<file path="src/sv/assert_macros.svh">
// Assertion macros shared by the frame encoder RTL.
// Expects clk and rst (synchronous, active high) in the including scope.
`ifndef ASSERT_MACROS_SVH
`define ASSERT_MACROS_SVH

// Checked on every edge outside reset.
`define ASSERT_CLK(name, prop, msg) \
  name: assert property (@(posedge clk) disable iff (rst) prop) else $error(msg);

// Checked on every edge, reset included.
`define ASSERT_RST(name, prop, msg) \
  name: assert property (@(posedge clk) prop) else $error(msg);

`endif

</file>
<file path="src/sv/fec_pkg.sv">
// Types, constants and the CRC step function of the frame encoder.
// No dependencies; used by every RTL module of the block.
package fec_pkg;

  localparam logic MODE_HEADER  = 1'b0;
  localparam logic MODE_PAYLOAD = 1'b1;

  // configuration register indexes
  localparam logic [2:0] REG_SYNC_FIRST    = 3'd0;
  localparam logic [2:0] REG_SYNC_SECOND   = 3'd1;
  localparam logic [2:0] REG_ACCEPTED_VER  = 3'd2;
  localparam logic [2:0] REG_KIND_REQUEST  = 3'd3;
  localparam logic [2:0] REG_KIND_RESPONSE = 3'd4;
  localparam logic [2:0] REG_KIND_REPORT   = 3'd5;
  localparam logic [2:0] REG_KIND_ERROR    = 3'd6;
  localparam logic [2:0] REG_MAX_LEN       = 3'd7;

  localparam logic [16:0] FRAME_OVERHEAD = 17'd10;
  localparam logic [15:0] CRC_INIT       = 16'hFFFF;
  localparam logic [15:0] CRC_POLY       = 16'h1021;

  typedef enum logic [2:0] {
    ST_OK          = 3'd0,
    ST_BAD_VERSION = 3'd1,
    ST_BAD_TYPE    = 3'd2,
    ST_TOO_LARGE   = 3'd3,
    ST_TOO_SMALL   = 3'd4,
    ST_STRAY       = 3'd5
  } status_t;

  typedef enum logic [1:0] {
    CMD_ERR  = 2'd0,
    CMD_HDR  = 2'd1,
    CMD_DATA = 2'd2
  } cmd_kind_t;

  // one classified transaction, handed from front to back
  typedef struct packed {
    cmd_kind_t   kind;
    status_t     status;
    logic        close;       // CRC follows this command
    logic [7:0]  sync_first;
    logic [7:0]  sync_second;
    logic [7:0]  version;
    logic [7:0]  frame_kind;
    logic [15:0] sequence_number;
    logic [15:0] payload_count;
    logic [7:0]  data_byte;
    logic [16:0] total;
  } cmd_t;

  // CRC-16/CCITT-FALSE, one byte, MSB first
  function automatic logic [15:0] crc_update(input logic [15:0] crc_in,
                                             input logic [7:0] data);
    logic [15:0] c;
    c = crc_in ^ {data, 8'h00};
    for (int b = 0; b < 8; b++) begin
      if (c[15]) c = {c[14:0], 1'b0} ^ CRC_POLY;
      else       c = {c[14:0], 1'b0};
    end
    return c;
  endfunction

endpackage

</file>
<file path="src/sv/fec_front.sv">
// Front end: configuration registers, header checks and frame tracking.
// Turns each accepted input transaction into one command; uses fec_pkg.
module fec_front (
  input  logic          clk,
  input  logic          rst,
  input  logic          cfg_we,
  input  logic [2:0]    cfg_index,
  input  logic [15:0]   cfg_data,
  input  logic          push,
  input  logic          mode,
  input  logic [7:0]    frame_version,
  input  logic [7:0]    frame_kind,
  input  logic [15:0]   sequence_number,
  input  logic [15:0]   payload_count,
  input  logic [16:0]   capacity,
  input  logic [7:0]    data_byte,
  input  logic          q_full,
  output logic          q_push,
  output fec_pkg::cmd_t q_cmd
);
  import fec_pkg::*;

  logic [7:0]  sync_first, sync_second, accepted_version;
  logic [7:0]  kind_request, kind_response, kind_report, kind_error;
  logic [15:0] max_payload_length;

  logic        in_frame, in_frame_next;
  logic [15:0] bytes_left, bytes_left_next;
  logic [16:0] frame_total, frame_total_next;

  logic        kind_ok;
  logic [16:0] need;
  status_t     hdr_status;

  assign q_push  = push & ~q_full;
  assign kind_ok = (frame_kind == kind_request) || (frame_kind == kind_response) ||
                   (frame_kind == kind_report)  || (frame_kind == kind_error);
  assign need    = {1'b0, payload_count} + FRAME_OVERHEAD;

  always_comb begin
    hdr_status = ST_OK;
    if (frame_version != accepted_version)      hdr_status = ST_BAD_VERSION;
    else if (!kind_ok)                          hdr_status = ST_BAD_TYPE;
    else if (payload_count > max_payload_length) hdr_status = ST_TOO_LARGE;
    else if (capacity < need)                   hdr_status = ST_TOO_SMALL;
  end

  always_comb begin
    q_cmd                 = '0;
    q_cmd.sync_first      = sync_first;
    q_cmd.sync_second     = sync_second;
    q_cmd.version         = frame_version;
    q_cmd.frame_kind      = frame_kind;
    q_cmd.sequence_number = sequence_number;
    q_cmd.payload_count   = payload_count;
    q_cmd.data_byte       = data_byte;
    in_frame_next         = in_frame;
    bytes_left_next       = bytes_left;
    frame_total_next      = frame_total;
    if (mode == MODE_HEADER) begin
      if (hdr_status != ST_OK) begin
        q_cmd.kind      = CMD_ERR;
        q_cmd.status    = hdr_status;
        in_frame_next   = 1'b0;
        bytes_left_next = '0;
      end else begin
        q_cmd.kind       = CMD_HDR;
        q_cmd.status     = ST_OK;
        q_cmd.close      = (payload_count == 16'd0);
        q_cmd.total      = need;
        frame_total_next = need;
        bytes_left_next  = payload_count;
        in_frame_next    = (payload_count != 16'd0);
      end
    end else if (!in_frame || bytes_left == 16'd0) begin
      q_cmd.kind    = CMD_ERR;
      q_cmd.status  = ST_STRAY;
      in_frame_next = 1'b0;
    end else begin
      q_cmd.kind      = CMD_DATA;
      q_cmd.status    = ST_OK;
      q_cmd.close     = (bytes_left == 16'd1);
      q_cmd.total     = frame_total;
      bytes_left_next = bytes_left - 16'd1;
      in_frame_next   = (bytes_left != 16'd1);
    end
  end

  always_ff @(posedge clk) begin
    if (rst) begin
      sync_first         <= 8'hAA;
      sync_second        <= 8'h55;
      accepted_version   <= 8'd1;
      kind_request       <= 8'd1;
      kind_response      <= 8'd2;
      kind_report        <= 8'd3;
      kind_error         <= 8'd4;
      max_payload_length <= 16'd1024;
      in_frame           <= 1'b0;
      bytes_left         <= '0;
      frame_total        <= '0;
    end else begin
      if (cfg_we) begin
        case (cfg_index)
          REG_SYNC_FIRST:    sync_first         <= cfg_data[7:0];
          REG_SYNC_SECOND:   sync_second        <= cfg_data[7:0];
          REG_ACCEPTED_VER:  accepted_version   <= cfg_data[7:0];
          REG_KIND_REQUEST:  kind_request       <= cfg_data[7:0];
          REG_KIND_RESPONSE: kind_response      <= cfg_data[7:0];
          REG_KIND_REPORT:   kind_report        <= cfg_data[7:0];
          REG_KIND_ERROR:    kind_error         <= cfg_data[7:0];
          REG_MAX_LEN:       max_payload_length <= cfg_data;
          default: ;
        endcase
      end
      if (q_push) begin
        in_frame    <= in_frame_next;
        bytes_left  <= bytes_left_next;
        frame_total <= frame_total_next;
      end
    end
  end

endmodule

</file>
<file path="src/sv/fec_queue.sv">
// Command queue between front and back, DEPTH entries of fec_pkg::cmd_t.
// Uses fec_pkg and assert_macros.svh.
`include "assert_macros.svh"
module fec_queue #(
  parameter int DEPTH = 2
) (
  input  logic          clk,
  input  logic          rst,
  input  logic          wr_en,
  input  fec_pkg::cmd_t wr_cmd,
  output logic          full,
  input  logic          rd_en,
  output logic          head_valid,
  output fec_pkg::cmd_t head
);
  import fec_pkg::*;

  localparam int AW = (DEPTH > 1) ? $clog2(DEPTH) : 1;
  localparam int CW = $clog2(DEPTH + 1);

  cmd_t          mem [DEPTH];
  logic [AW-1:0] wr_ptr, rd_ptr;
  logic [CW-1:0] count;
  logic          do_wr, do_rd;

  assign full       = (count == CW'(DEPTH));
  assign head_valid = (count != '0);
  assign head       = mem[rd_ptr];
  assign do_wr      = wr_en & ~full;
  assign do_rd      = rd_en & head_valid;

  always_ff @(posedge clk) begin
    if (do_wr) mem[wr_ptr] <= wr_cmd;
  end

  always_ff @(posedge clk) begin
    if (rst) begin
      wr_ptr <= '0;
      rd_ptr <= '0;
      count  <= '0;
    end else begin
      if (do_wr) wr_ptr <= (wr_ptr == AW'(DEPTH - 1)) ? '0 : wr_ptr + AW'(1);
      if (do_rd) rd_ptr <= (rd_ptr == AW'(DEPTH - 1)) ? '0 : rd_ptr + AW'(1);
      case ({do_wr, do_rd})
        2'b10:   count <= count + CW'(1);
        2'b01:   count <= count - CW'(1);
        default: count <= count;
      endcase
    end
  end

  `ASSERT_CLK(a_no_write_when_full, !(wr_en && full), "command written into full queue")
  `ASSERT_RST(a_empty_after_reset, rst |=> (count == '0) && !head_valid, "queue not empty after reset")

endmodule

</file>
<file path="src/sv/fec_back.sv">
// Back end: steps through each command, one result per cycle while the result
// register is free or being popped, keeps the CRC and holds that register. Uses fec_pkg and assert_macros.svh.
`include "assert_macros.svh"
module fec_back (
  input  logic          clk,
  input  logic          rst,
  input  logic          head_valid,
  input  fec_pkg::cmd_t head,
  output logic          q_pop,
  input  logic          pop,
  output logic          empty,
  output logic [7:0]    out_byte,
  output logic          byte_valid,
  output logic [2:0]    status,
  output logic          last,
  output logic [16:0]   encoded_total
);
  import fec_pkg::*;

  localparam logic [3:0] HDR_LEN_LO = 4'd7;
  localparam logic [3:0] HDR_CRC_HI = 4'd8;
  localparam logic [3:0] HDR_CRC_LO = 4'd9;
  localparam logic [3:0] DAT_CRC_HI = 4'd1;
  localparam logic [3:0] DAT_CRC_LO = 4'd2;

  logic [3:0]  step;
  logic [15:0] crc, crc_next;
  logic        out_valid, advance, done, upd;

  logic [7:0]  r_byte;
  logic        r_valid, r_last;
  status_t     r_status, out_status;
  logic [16:0] r_total;

  assign empty   = ~out_valid;
  assign status  = out_status;
  assign advance = head_valid & (~out_valid | pop);
  assign q_pop   = advance & done;

  always_comb begin
    r_byte   = '0;
    r_valid  = 1'b1;
    r_status = ST_OK;
    r_last   = 1'b0;
    r_total  = '0;
    done     = 1'b0;
    upd      = 1'b0;
    crc_next = crc;
    case (head.kind)
      CMD_ERR: begin
        r_valid  = 1'b0;
        r_status = head.status;
        r_last   = 1'b1;
        done     = 1'b1;
      end
      CMD_HDR: begin
        case (step)
          4'd0: begin
            r_byte   = head.sync_first;
            crc_next = CRC_INIT;
          end
          4'd1: r_byte = head.sync_second;
          4'd2: begin r_byte = head.version;               upd = 1'b1; end
          4'd3: begin r_byte = head.frame_kind;            upd = 1'b1; end
          4'd4: begin r_byte = head.sequence_number[15:8]; upd = 1'b1; end
          4'd5: begin r_byte = head.sequence_number[7:0];  upd = 1'b1; end
          4'd6: begin r_byte = head.payload_count[15:8];   upd = 1'b1; end
          HDR_LEN_LO: begin
            r_byte = head.payload_count[7:0];
            upd    = 1'b1;
            r_last = ~head.close;
            done   = ~head.close;
          end
          HDR_CRC_HI: r_byte = crc[15:8];
          HDR_CRC_LO: begin
            r_byte  = crc[7:0];
            r_last  = 1'b1;
            r_total = head.total;
            done    = 1'b1;
          end
          default: done = 1'b1;
        endcase
      end
      CMD_DATA: begin
        case (step)
          4'd0: begin
            r_byte = head.data_byte;
            upd    = 1'b1;
            r_last = ~head.close;
            done   = ~head.close;
          end
          DAT_CRC_HI: r_byte = crc[15:8];
          DAT_CRC_LO: begin
            r_byte  = crc[7:0];
            r_last  = 1'b1;
            r_total = head.total;
            done    = 1'b1;
          end
          default: done = 1'b1;
        endcase
      end
      default: done = 1'b1;
    endcase
    if (upd) crc_next = crc_update(crc, r_byte);
  end

  always_ff @(posedge clk) begin
    if (rst) begin
      out_valid <= 1'b0;
      step      <= '0;
      crc       <= CRC_INIT;
    end else if (advance) begin
      out_valid <= 1'b1;
      crc       <= crc_next;
      step      <= done ? 4'd0 : step + 4'd1;
    end else if (pop) begin
      out_valid <= 1'b0;
    end
  end

  always_ff @(posedge clk) begin
    if (advance) begin
      out_byte      <= r_byte;
      byte_valid    <= r_valid;
      out_status    <= r_status;
      last          <= r_last;
      encoded_total <= r_total;
    end
  end

  `ASSERT_CLK(a_total_on_crc, out_valid && (encoded_total != 17'd0) |-> last && byte_valid, "frame total off the final CRC byte")
  `ASSERT_CLK(a_error_no_byte, out_valid && (out_status != ST_OK) |-> !byte_valid && last, "error result carries a byte")
  `ASSERT_CLK(a_step_needs_cmd, (step != 4'd0) |-> head_valid, "sequencer mid-command with no command")
  `ASSERT_CLK(a_step_bound, head_valid && (head.kind == CMD_HDR) |-> (step <= HDR_CRC_LO), "header step out of range")

endmodule

</file>
<file path="src/sv/frame_encoder_crc16_core.sv">
// Framed packet encoder, CRC-16/CCITT-FALSE over version through payload.
// An accepted input transaction is written into the command queue; its first result then goes to the result register.
// Results per command: header 8 (10 with empty payload), payload byte 1 (3 when
// it closes the frame), error 1; the back sequencer makes one result a cycle unless the output is held.
// Reset (rst, sync, active high): registers to defaults, queue and output empty.
module frame_encoder_crc16_core #(
  parameter int QUEUE_DEPTH = 2
) (
  input  logic        clk,
  input  logic        rst,
  // configuration write port
  input  logic        cfg_we,
  input  logic [2:0]  cfg_index,
  input  logic [15:0] cfg_data,
  // input transactions
  input  logic        push,
  output logic        full,
  input  logic        mode,
  input  logic [7:0]  frame_version,
  input  logic [7:0]  frame_kind,
  input  logic [15:0] sequence_number,
  input  logic [15:0] payload_count,
  input  logic [16:0] capacity,
  input  logic [7:0]  data_byte,
  // result transactions
  output logic        empty,
  input  logic        pop,
  output logic [7:0]  out_byte,
  output logic        byte_valid,
  output logic [2:0]  status,
  output logic        last,
  output logic [16:0] encoded_total
);
  import fec_pkg::*;

  // Front classifies each transaction into a command: header error, header,
  // payload byte or stray payload. Frame state (open, bytes left, total)
  // lives there so the next transaction can be classified at once.
  logic q_push, q_full, q_pop, head_valid;
  cmd_t q_cmd, head;

  fec_front u_front (
    .clk             (clk),
    .rst             (rst),
    .cfg_we          (cfg_we),
    .cfg_index       (cfg_index),
    .cfg_data        (cfg_data),
    .push            (push),
    .mode            (mode),
    .frame_version   (frame_version),
    .frame_kind      (frame_kind),
    .sequence_number (sequence_number),
    .payload_count   (payload_count),
    .capacity        (capacity),
    .data_byte       (data_byte),
    .q_full          (q_full),
    .q_push          (q_push),
    .q_cmd           (q_cmd)
  );

  // Input side stalls only when the command queue is full.
  assign full = q_full;

  // Short queue decouples the front from the multi-result back sequencer.
  fec_queue #(
    .DEPTH (QUEUE_DEPTH)
  ) u_queue (
    .clk        (clk),
    .rst        (rst),
    .wr_en      (q_push),
    .wr_cmd     (q_cmd),
    .full       (q_full),
    .rd_en      (q_pop),
    .head_valid (head_valid),
    .head       (head)
  );

  // Back expands each command into frame bytes, keeps the running CRC and
  // owns the result register; it advances whenever it has a command and that register
  // is free or being popped in the same cycle.
  fec_back u_back (
    .clk           (clk),
    .rst           (rst),
    .head_valid    (head_valid),
    .head          (head),
    .q_pop         (q_pop),
    .pop           (pop),
    .empty         (empty),
    .out_byte      (out_byte),
    .byte_valid    (byte_valid),
    .status        (status),
    .last          (last),
    .encoded_total (encoded_total)
  );

endmodule

</file>
<file path="config.mk">
export PLATFORM = sky130hd
export DESIGN_NAME = frame_encoder_crc16_core
export DESIGN_NICKNAME = d
export VERILOG_FILES = /design/src/sv/fec_pkg.sv /design/src/sv/fec_front.sv /design/src/sv/fec_queue.sv /design/src/sv/fec_back.sv /design/src/sv/frame_encoder_crc16_core.sv
export VERILOG_INCLUDE_DIRS = /design/src /design/src/sv
export SDC_FILE = /design/constraint.sdc
export NUM_CORES = 1
export LEC_CHECK = 0
export BUFFER_PORTS_ARGS = -buffer_cell sky130_fd_sc_hd__clkbuf_2
export CAP_MARGIN = 30
export CORE_UTILIZATION = 65
export CTS_CLUSTER_SIZE = 28
export DETAILED_ROUTE_END_ITERATION = 10
export HOLD_SLACK_MARGIN = 0.06
export PLACE_DENSITY = 0.85
export SETUP_SLACK_MARGIN = 0.2
export SYNTH_ARGS = -nofsm -noshare
export SYNTH_HDL_FRONTEND = slang
export SYNTH_HIERARCHICAL = 1
export SYNTH_SLANG_ARGS = --single-unit
</file>
<file path="constraint.sdc">
create_clock -name clk -period 7.25 [get_ports clk]
set_input_delay 0.725 -clock clk [delete_from_list [all_inputs] [get_ports clk]]
set_output_delay 0.725 -clock clk [all_outputs]
set_load 0.03 [all_outputs]
</file>
-- Word level (Yosys, flattened, before mapping)
Memories as Yosys holds them, arrays and structs flattened. A register that Yosys moved wholly into a read port is not among the register bits.
Cells that the tools add are included.
- bits in registers: 161
- bits in writable memories: 190
- input bits: 98
- output and inout port bits: 32
- logic and storage cells: 173
- memories kept: 1
- $add $sub $neg: 7
- order comparisons: 2
- eq/ne operators: 29
- multiplexer cells: 62
- bitwise gates (word level): 20
- reductions and logical operators: 30
- memories (memory ; depth ; bits a word ; rd ports ; clocked after Yosys merged registers in ; write ports ; line ; RTL):
    u_queue.mem ; 2 ; 95 ; 1 ; 1 ; 1 ; fec_queue.sv:21 ; cmd_t mem [DEPTH];
- operator list (operator ; count):
    2-to-1 mux 16 bit ; 13
    2-to-1 mux 13 bit ; 8
    2-to-1 mux 17 bit ; 5
    one-hot mux 8 bit (10 select lines) ; 1
    one-hot mux 17 bit (2 select lines) ; 1
    equality test 8 bit ; 4
    zero test 16 bit ; 2
    NOT 3 bit ; 8
    one-hot mux 8 bit (3 select lines) ; 1
    AND reduction 2 bit ; 9
    adder 16 x 4 -> 17 bit (second input constant) ; 1
    < comparator 17 bit ; 1
    equality test 16 x 1 -> 1 bit (second input constant) ; 1
    equality test 4 x 3 -> 1 bit (second input constant) ; 4
    greater-than comparator 16 bit ; 1
    2-to-1 mux 1 bit ; 16
    inequality test 16 x 1 -> 1 bit (second input constant) ; 1
    one-hot mux 8 bit (2 select lines) ; 1
    nonzero test 16 bit ; 1
    subtractor 16 x 1 -> 16 bit (second input constant) ; 1
    bitwise XOR 16 bit ; 1
    equality test 3 bit (second input constant) ; 4
    2-to-1 mux 3 bit ; 4
    one-hot mux 1 bit (2 select lines) ; 6
    other kinds (31) ; 55

-- Depth between registers and ports, before layout
Gate-level depths: netlist of the first run.
- word-level depth: 28
- depth in mapped cells: 16
- depth with buffers taken out: 14

-- Cells and area by module
The synthesis of the first run kept the hierarchy.
- modules (own cells, without submodules) (module ; times used ; cells each ; area each (um^2) ; sequential area each (um^2)):
    fec_queue ; 1 ; 322 ; 7089.3 ; 5805.6
    fec_front ; 1 ; 809 ; 6485.0 ; 2122.0
    fec_back ; 1 ; 353 ; 3433.3 ; 1321.3

-- Least setup slack after synthesis of the first run
Ideal clock, no wire load.
- path kind: reg-to-reg
- from: register u_queue.count[0]
- to: memory u_queue/mem[1][0] in the netlist's numbering (enable)
- setup time: 0.465 ns
- arrival: 3.696 ns
- required time: 6.785 ns
- setup slack: 3.089 ns
- stages on the path, launching flop included: 8
- path buffers: 2
- clock period less this slack: 4.161 ns
- cells stage by stage: dfxtp_1 > nand2b_2 > inv_2 > nand2b_1 > inv_1 > buf_2 > clkbuf_1 > and3_1
- cells in the longest elaborated chain, start to end: 6
- RTL lines (item ; line ; RTL):
    start, declared ; fec_queue.sv:23 ; logic [CW-1:0] count;
    start signal, assigned ; fec_queue.sv:45 ; 2'b10: count <= count + CW'(1);
    start signal, assigned ; fec_queue.sv:46 ; 2'b01: count <= count - CW'(1);
    start signal, assigned ; fec_queue.sv:47 ; default: count <= count;
    equality test 2 bit ; fec_queue.sv:26 ; assign full = (count == CW'(DEPTH));
    net full ; frame_encoder_crc16_core.sv:17 ; output logic full,
    NOT 1 bit ; fec_front.sv:35 ; assign q_push = push & ~q_full;
    bitwise AND 1 bit ; fec_front.sv:35 ;
    net q_push ; frame_encoder_crc16_core.sv:39 ; logic q_push, q_full, q_pop, head_valid;
    bitwise AND 1 bit ; fec_queue.sv:29 ; assign do_wr = wr_en & ~full;
    2-to-1 mux 1 bit ; fec_queue.sv:33 ; if (do_wr) mem[wr_ptr] <= wr_cmd;
    2-to-1 mux 1 bit (implied by the code) ; fec_queue.sv:33 ;
    end, declared ; fec_queue.sv:21 ;
The timed path passes the listed nets, and every way through them passes these cells.

-- Worst setup path in the final report of the first run
- from: input payload_count[4]
- to: register u_front.bytes_left[14]
- cells in the longest elaborated chain, start to end: 9
- elaborated cells between the ends (all ways): 10
- those cells by class: add/sub (1); order compare (2); mux (6); reduce/logical (1)
- RTL lines (item ; line ; RTL):
    start, declared ; frame_encoder_crc16_core.sv:22 ; input logic [15:0] payload_count,
    adder 16 x 4 -> 17 bit ; fec_front.sv:38 ; assign need = {1'b0, payload_count} + FRAME_OVERHEAD;
    < comparator 17 bit ; fec_front.sv:45 ; else if (capacity < need) hdr_status = ST_TOO_SMALL;
    2-to-1 mux 3 bit ; fec_front.sv:45 ;
    2-to-1 mux 3 bit * ; fec_front.sv:44 ; else if (payload_count > max_payload_length) hdr_status = ST_TOO_LARGE;
    2-to-1 mux 3 bit * ; fec_front.sv:43 ; else if (!kind_ok) hdr_status = ST_BAD_TYPE;
    2-to-1 mux 3 bit * ; fec_front.sv:42 ; if (frame_version != accepted_version) hdr_status = ST_BAD_VERSION;
    nonzero test 3 bit * ; fec_front.sv:61 ; if (hdr_status != ST_OK) begin
    2-to-1 mux 16 bit * ; fec_front.sv:61 ;
    2-to-1 mux 16 bit * ; fec_front.sv:60 ; if (mode == MODE_HEADER) begin
    end signal, assigned ; fec_front.sv:118 ; bytes_left <= bytes_left_next;
    end, declared ; fec_front.sv:28 ; logic [15:0] bytes_left, bytes_left_next;
Mark *: on every way between the ends. The rest lies on a longest branch, timed or not.
A chain may end at the register's enable or synchronous reset.

==> metrics.txt, run 1 <==
outcome=completed; Hold Path Stages=1; CP delay by family, top=simple AND/OR/NAND/NOR gates; reg-to-reg setup timing slack=3050 ps; maxcap violations=0; Top cell by count, worst path=nand3_1; final worst clock skew=around 11 ps; Ports=130; Clock Latency Late Sink=between 500 and 600 ps; nets@finish=1671; Max Fclk=0.2281 GHz; Sink Count=352; routability cong.=0.9152; Final Util=0.7283; post-CTS resize count=0; sequential fraction of the synthesis area=0.5438; Mean Syn Cell Area=11.46 um^2; startpoint types=primary input; Synth Register Bits=352; P per Cell Area=339.6 mW/mm^2; n_diodes=0; CP max stage delay=760 ps; Pleak=about 6.7 nW; share of post-route cells with drive strength above 1=0.2167; routed wire length=40.37 mm; Critical path buffers and inverters=2; kind of critical path=primary input to register; Syn Inst Count=1484; # DRC=0; syn nets=about 1600; Post-synth EDFFs=220; Yosys warning count=6; final hold violation count=0; antenna-violating nets left=0; Synth Cell Area=0.01701 mm^2; CP cell instances=clkbuf_2 > and3_1 > nand3_1 > nor2_1 > nand3_1 > xor2_1 > ha_1 > a21o_1 > a21oi_1 > nor2b_1 > a2111oi_2 > or4_1 > clkinv_4 > a221oi_1 > nor3_1; Worst VDD drop=~320 uV; total gr overflow=0; worst reg-to-reg path cell count=9; asr flop ratio synth=0; Tmin final=4383 ps; CP max-delay cell=or4_1; number of port buffers=129; hold_sp=sequence_number[7]; Area Growth Syn to Fin=8.769%; RSZ-0062 raised after global routing=no; Main synth FF type=edfxtp_1; clock transition at the registers of the reported paths=60 ps; critical path peak fanout=27; CP endpoint kind=register; Iter 0 DRT Violations=~1300; gr usage total=0.3038; die area=approximately 0.027 mm^2; root buffer cell=clkbuf_16; worst reg2reg path endpoint=u_back/crc[0]; depth of the CTS H-tree=2; critical path arrival=roughly 4800 ps; vias in the first global route=11570; initial antenna violation count=1; setup bufs post-CTS=0; Pwr Total=0.006283 W; worst slew pin tran=1012 ps; synth unique cells=85; setup_tns=0 ps; DR WL/cell=21.41 um; critical path required time=roughly 7600 ps; final setup fails=0; TritonCTS buffer count=36; Die H=around 160 um; drt first pass iters=5; first-pass GRT wire length=62.42 mm; TritonCTS clock tree=yes; fillers=1697; Initial Util=0.6696; CTS max path bufs=3; HP Class=primary input to register; vias per std cell=around 6.4; chip width=163.8 um; Slew HR=0.3255; WHS Endpoint=u_queue/mem[0][48]; share of the clock period used by the worst path=0.6046; largest net degree at the start of global routing=80; FP Rows=58; hold-fix buffers at CTS=0; HPWL after DPL=26.30 mm; Vias=12060; core area=approximately 0.025 mm^2; fin. max-slew vios=0
[flip-flops by register name, summed over array words and instances (netlist names), named ones only]
name / flops
u_back/crc: 16
u_front/max_payload_length: 16
u_back/byte_valid: 1
u_front/accepted_version: 8
u_front/in_frame: 1
u_front/sync_second: 8
u_front/kind_report: 8
u_back/out_valid: 1
u_back/out_byte: 8
u_front/bytes_left: 16
u_front/kind_response: 8
u_back/status: 3
u_queue/mem: 190
u_back/last: 1
u_front/kind_request: 8
u_front/sync_first: 8
u_front/frame_total: 17
u_queue/count: 2
u_front/kind_error: 8
u_back/step: 4
u_back/encoded_total: 17
u_queue/rd_ptr: 1
u_queue/wr_ptr: 1
[routing by layer]
metal / part of all wire / global-route usage
met5: 0 / 0
met3: 0.092 / 0.05631
met1: 0.40 / 0.4102
met2: 0.47 / 0.4857
met4: 0.033 / 0.1225
[report_power, final]
part | switching, W | leakage (nW) | internal, W | total, W
logic | 0.00117 | 3.02 | 0.000694 | 0.00186
registers | 0.000147 | 3.11 | 0.00251 | 0.00266
clock network | 0.000733 | 0.539 | 0.00102 | 0.00176
total | 0.00205 | 6.67 | 0.00423 | 0.00628
[worst max-delay path by stage]
stage	slack, ps	depth (start not counted)	end	start
floorplan	3090	7	u_queue/mem[1][0]	u_queue/count[0]
global placement	2550	15	u_front/bytes_left[14]	payload_count[4]
detailed placement	2470	15	u_front/bytes_left[14]	payload_count[4]
CTS	3000	15	u_front/bytes_left[14]	payload_count[4]
global route	2610	15	u_front/bytes_left[14]	payload_count[4]
finish	2870	15	u_front/bytes_left[14]	payload_count[4]
[cell usage in the layout, fill, tap and decap left out, types with 36 or more instances in the layout]
cell type | netlist | routed
edfxtp_1 | 220 | 220
nand2_1 | 169 | 169
dfxtp_1 | 132 | 131
clkbuf_2 | 3 | 128
mux2_2 | 95 | 95
a21oi_1 | 89 | 89
nor2_1 | 61 | 61
xor2_1 | 50 | 50
o21ai_0 | 46 | 46
ha_1 | 45 | 45
clkbuf_16 | 0 | 36
[layout make-up]
cell class                 count  area (um^2)  share of cell area
timing repair buffer         142        785.8             0.04248
inverter                      38        148.9            0.008049
sequential                   352         9253              0.5002
tap                          330        412.9             0.02232
clock inverter                13        121.4            0.006561
multi-input combinational    958         6787              0.3669
clock buffer                  52        991.0             0.05357
[worst reg2reg max path, cell delays in order (launching register included)]
cell	delay, ps
dfxtp_4	770
buf_4	700
mux2_2	510
a222oi_1	450
mux2i_1	240
a2111oi_2	510
nor3_1	130
o211ai_1	370
a31oi_1	130
or2_2	280
[stage by stage]
| step | area [um^2] | std cells | setup WS [ps] | hold slack [ps] |
|---|---|---|---|---|
| after CTS | 18490 | 1884 | 2999 | 384.2 |
| after detailed placement | 17380 | 1819 | 2475 | 434.5 |
| after global routing | 18500 | 1885 | 2613 | 385.7 |
| final | 18500 | 1885 | 2867 | 398.8 |
| after floorplan | 17010 | 1484 | 3089 | 417.8 |
| after global placement | 17320 | 1816 | 2549 | 424.9 |
[synthesized netlist by cell type (22+ instances only)]
cell        n  area share
edfxtp_1  220        0.39
nand2_1   169       0.037
dfxtp_1   132        0.16
mux2_2     95       0.063
a21oi_1    89       0.026
nor2_1     61       0.013
buf_4      60       0.026
xor2_1     50       0.026
o21ai_0    46       0.014
ha_1       45       0.033
clkbuf_1   42      0.0093
inv_1      36      0.0079
nor3_1     26      0.0077
nand3_1    22      0.0065
[kinds of logic (layout without fill, tap and decap cells)]
| family | Yosys count | after routing | share of synthesized area |
|---|---|---|---|
| xor gates and xnor gates | 76 | 76 | 0.04399 |
| DFF | 352 | 352 | 0.5438 |
| buffers and inverters | 174 | 245 | 0.05753 |
| AOI/OAI and AO/OA | 295 | 295 | 0.1240 |
| adders and majority gates | 45 | 45 | 0.03311 |
| muxes | 110 | 110 | 0.07173 |
| and+or+nand+nor | 432 | 432 | 0.1259 |
(Power assumes the default switching activity.)
==> inputs of run 2 (changes only) <==
Settings changed: CORE_UTILIZATION 65 to 61, PLACE_DENSITY 0.85 to 0.81.
Clock period 7.25 ns to 4.1 ns, I/O delays scaled along.
==> run 2 against run 1 <==
Against the previous run:
- flip-flop and latch count is the same
- core utilization is 3.9 points lower
- via count about the same
- register-to-register slack worse by 2400 ps
==> metrics.txt, run 2 (synthesis gave the netlist of run 1 again) <==
critical path required time=4460 ps (-3160 ps); gr usage total=0.2853 (-0.01846); final hold violation count=0 (unchanged); vias in the first global route=11540 (-0.26%); vias per std cell=6.217 (-2.8%); Tmin final=3561 ps; share of post-route cells with drive strength above 1=0.2307 (+0.01400); CTS max path bufs=3 (unchanged); Top cell by count, worst path=a21oi_1; Final Cell Area=0.01874 mm^2 (+1.3%); clock transition at the registers of the reported paths=60 ps (about the same); fin. max-slew vios=0 (unchanged); nets@finish=1687 (+0.96%); startpoint types=primary input; final setup fails=0 (unchanged); P per Cell Area=600.4 mW/mm^2 (+77%); drt first pass iters=6 (+1); largest net degree at the start of global routing=76 (-5.0%); hold-fix buffers at CTS=0 (unchanged); routability cong.=0.9236 (+0.92%); Clock Latency Late Sink=520 ps (about the same); TritonCTS clock tree=yes; # DRC=0 (unchanged); CP endpoint kind=register; Slew HR=0.3065 (-0.01897); core area=0.02718 mm^2 (+7.0%); chip width=169.0 um (+3.2%); Max Fclk=approximately 0.28 GHz; FP Rows=60 (+3.4%); Pleak=6.769 nW (+1.5%); final cell count without fillers=1941 (+3.0%); Initial Util=0.6258 (-0.04378); commonest non-fill, non-tap cell in the layout=edfxtp_1; Worst VDD drop=294.6 uV (-7.8%); critical path peak fanout=27 (unchanged); total gr overflow=0 (unchanged); critical path arrival=3920 ps (-830 ps); placed inst area=0.01757 mm^2 (+1.1%); setup bufs post-CTS=0 (unchanged); TritonCTS buffer count=36 (unchanged); setup_tns=0 ps (unchanged); antenna-violating nets left=0 (unchanged); kind of critical path=primary input to register; maxcap violations=0 (unchanged); post-CTS resize count=0 (unchanged); depth of the CTS H-tree=2 (unchanged); routed wire length=40.67 mm (+0.74%); most frequent cells in the layout=220 x edfxtp_1, 169 x nand2_1, 131 x dfxtp_1, 129 x clkbuf_2, 95 x mux2_2; worst slew pin tran=1036 ps (+24.63 ps); HP Class=primary input to register; final worst clock skew=22.77 ps (+11.94 ps); HPWL after DPL=26.70 mm (+1.5%); Setup WS pre-CTS=128.2 ps (-2347 ps); Area Growth Syn to Fin=10.17%; max FFs per register=190 (unchanged); n_diodes=0 (unchanged); initial antenna violation count=0 (-1); Ports=130 (unchanged); Vias=12070 (+0.10%); first-pass GRT wire length=63.28 mm (+1.4%); Top reg by flops=u_queue/mem; CP cell instances=clkbuf_2 > and3_1 > nand3_1 > nor2_1 > nand4_1 > xor2_1 > ha_1 > a21oi_1 > a21oi_1 > a2111oi_2 > or4_1 > clkinv_4 > a221oi_1 > nor3_1; root buffer cell=clkbuf_16; outcome=completed; share of the clock period used by the worst path=0.8685; biggest registers after layout=u_queue/mem: 190 flops, u_back/encoded_total: 17 flops, u_front/frame_total: 17 flops; fin worst setup slack=539.0 ps (-2328 ps); die area=0.02855 mm^2 (+6.5%); Die H=169.0 um (+3.2%); fillers=1973 (+16%); RSZ-0062 raised after global routing=no; CP max stage delay=460 ps (-300 ps); Iter 0 DRT Violations=1487 (+17%); reg-to-reg setup timing slack=630 ps (-2420 ps); placed cells=1878 (+3.2%); Sink Count=352 (unchanged); CP max-delay cell=a2111oi_2; DR WL/cell=20.95 um (-2.2%); number of port buffers=129 (unchanged)
==> run 2: cell types whose count changed in the layout (fill, tap and decap cells not counted), sizes merged <==
cell,change
buf,+16
clkbuf,-5
clkinvlp,+3
clkinv,-2
bufinv,+1
inv,+1
==> run 2: layout make-up <==
class                           instances  area (um^2)  area share
Clock buffer                           47        984.7     0.05255
Clock inverter                         16        181.4    0.009682
Inverter                               38        151.4    0.008080
Multi-Input combinational cell        958         6787      0.3622
Sequential cell                       352         9253      0.4938
Tap cell                              372        465.4     0.02484
Timing Repair Buffer                  158        915.9     0.04888
==> run 2: final timing paths <==
path	startpoint	to	cells after the start
min	sequence_number[7]	u_queue/mem[0][48]	1
max reg2reg	u_back/step[0]	u_back/crc[5]	8
max	payload_count[4]	u_front/bytes_left[14]	14
min reg2reg	u_front/sync_second[1]	u_queue/mem[0][74]	0
==> run 2: worst max-delay path, delay by kind of cell <==
family / cells / cell delay (ps)
compound gates: 4 / 1090
simple gates: 6 / 1250
fa+ha+maj: 1 / 330
xor+xnor: 1 / 300
buf+inv: 2 / 530
==> run 2: through the flow <==
step | total power (W) | util | hold WS, ps
finish | 0.01125 | 0.6895 | 75.77
global route | 0.01172 | 0.6895 | 63.24
CTS | 0.01124 | 0.6895 | 66.06
detailed placement | 0.008027 | 0.6466 | 438.2
global placement | 0.007952 | 0.6466 | 426.5
floorplan | 0.007159 | - | 417.8
==> run 2: where the power goes <==
group          switching, W  total (W)  internal [W]
Combinational       0.00211    0.00338       0.00127
Clock               0.00133    0.00323       0.00190
Sequential         0.000202    0.00464       0.00444
==> run 2: layer usage <==
| layer | vias to the layer above | wire length, um | track usage |
|---|---|---|---|
| li1 | 5514 | - | - |
| met3 | 104 | 3534 | 0.04372 |
| met1 | 5768 | 16750 | 0.3917 |
| met2 | 682 | 19260 | 0.4668 |
| met4 | 0 | 1117 | 0.09283 |
| met5 | - | 0 | 0 |
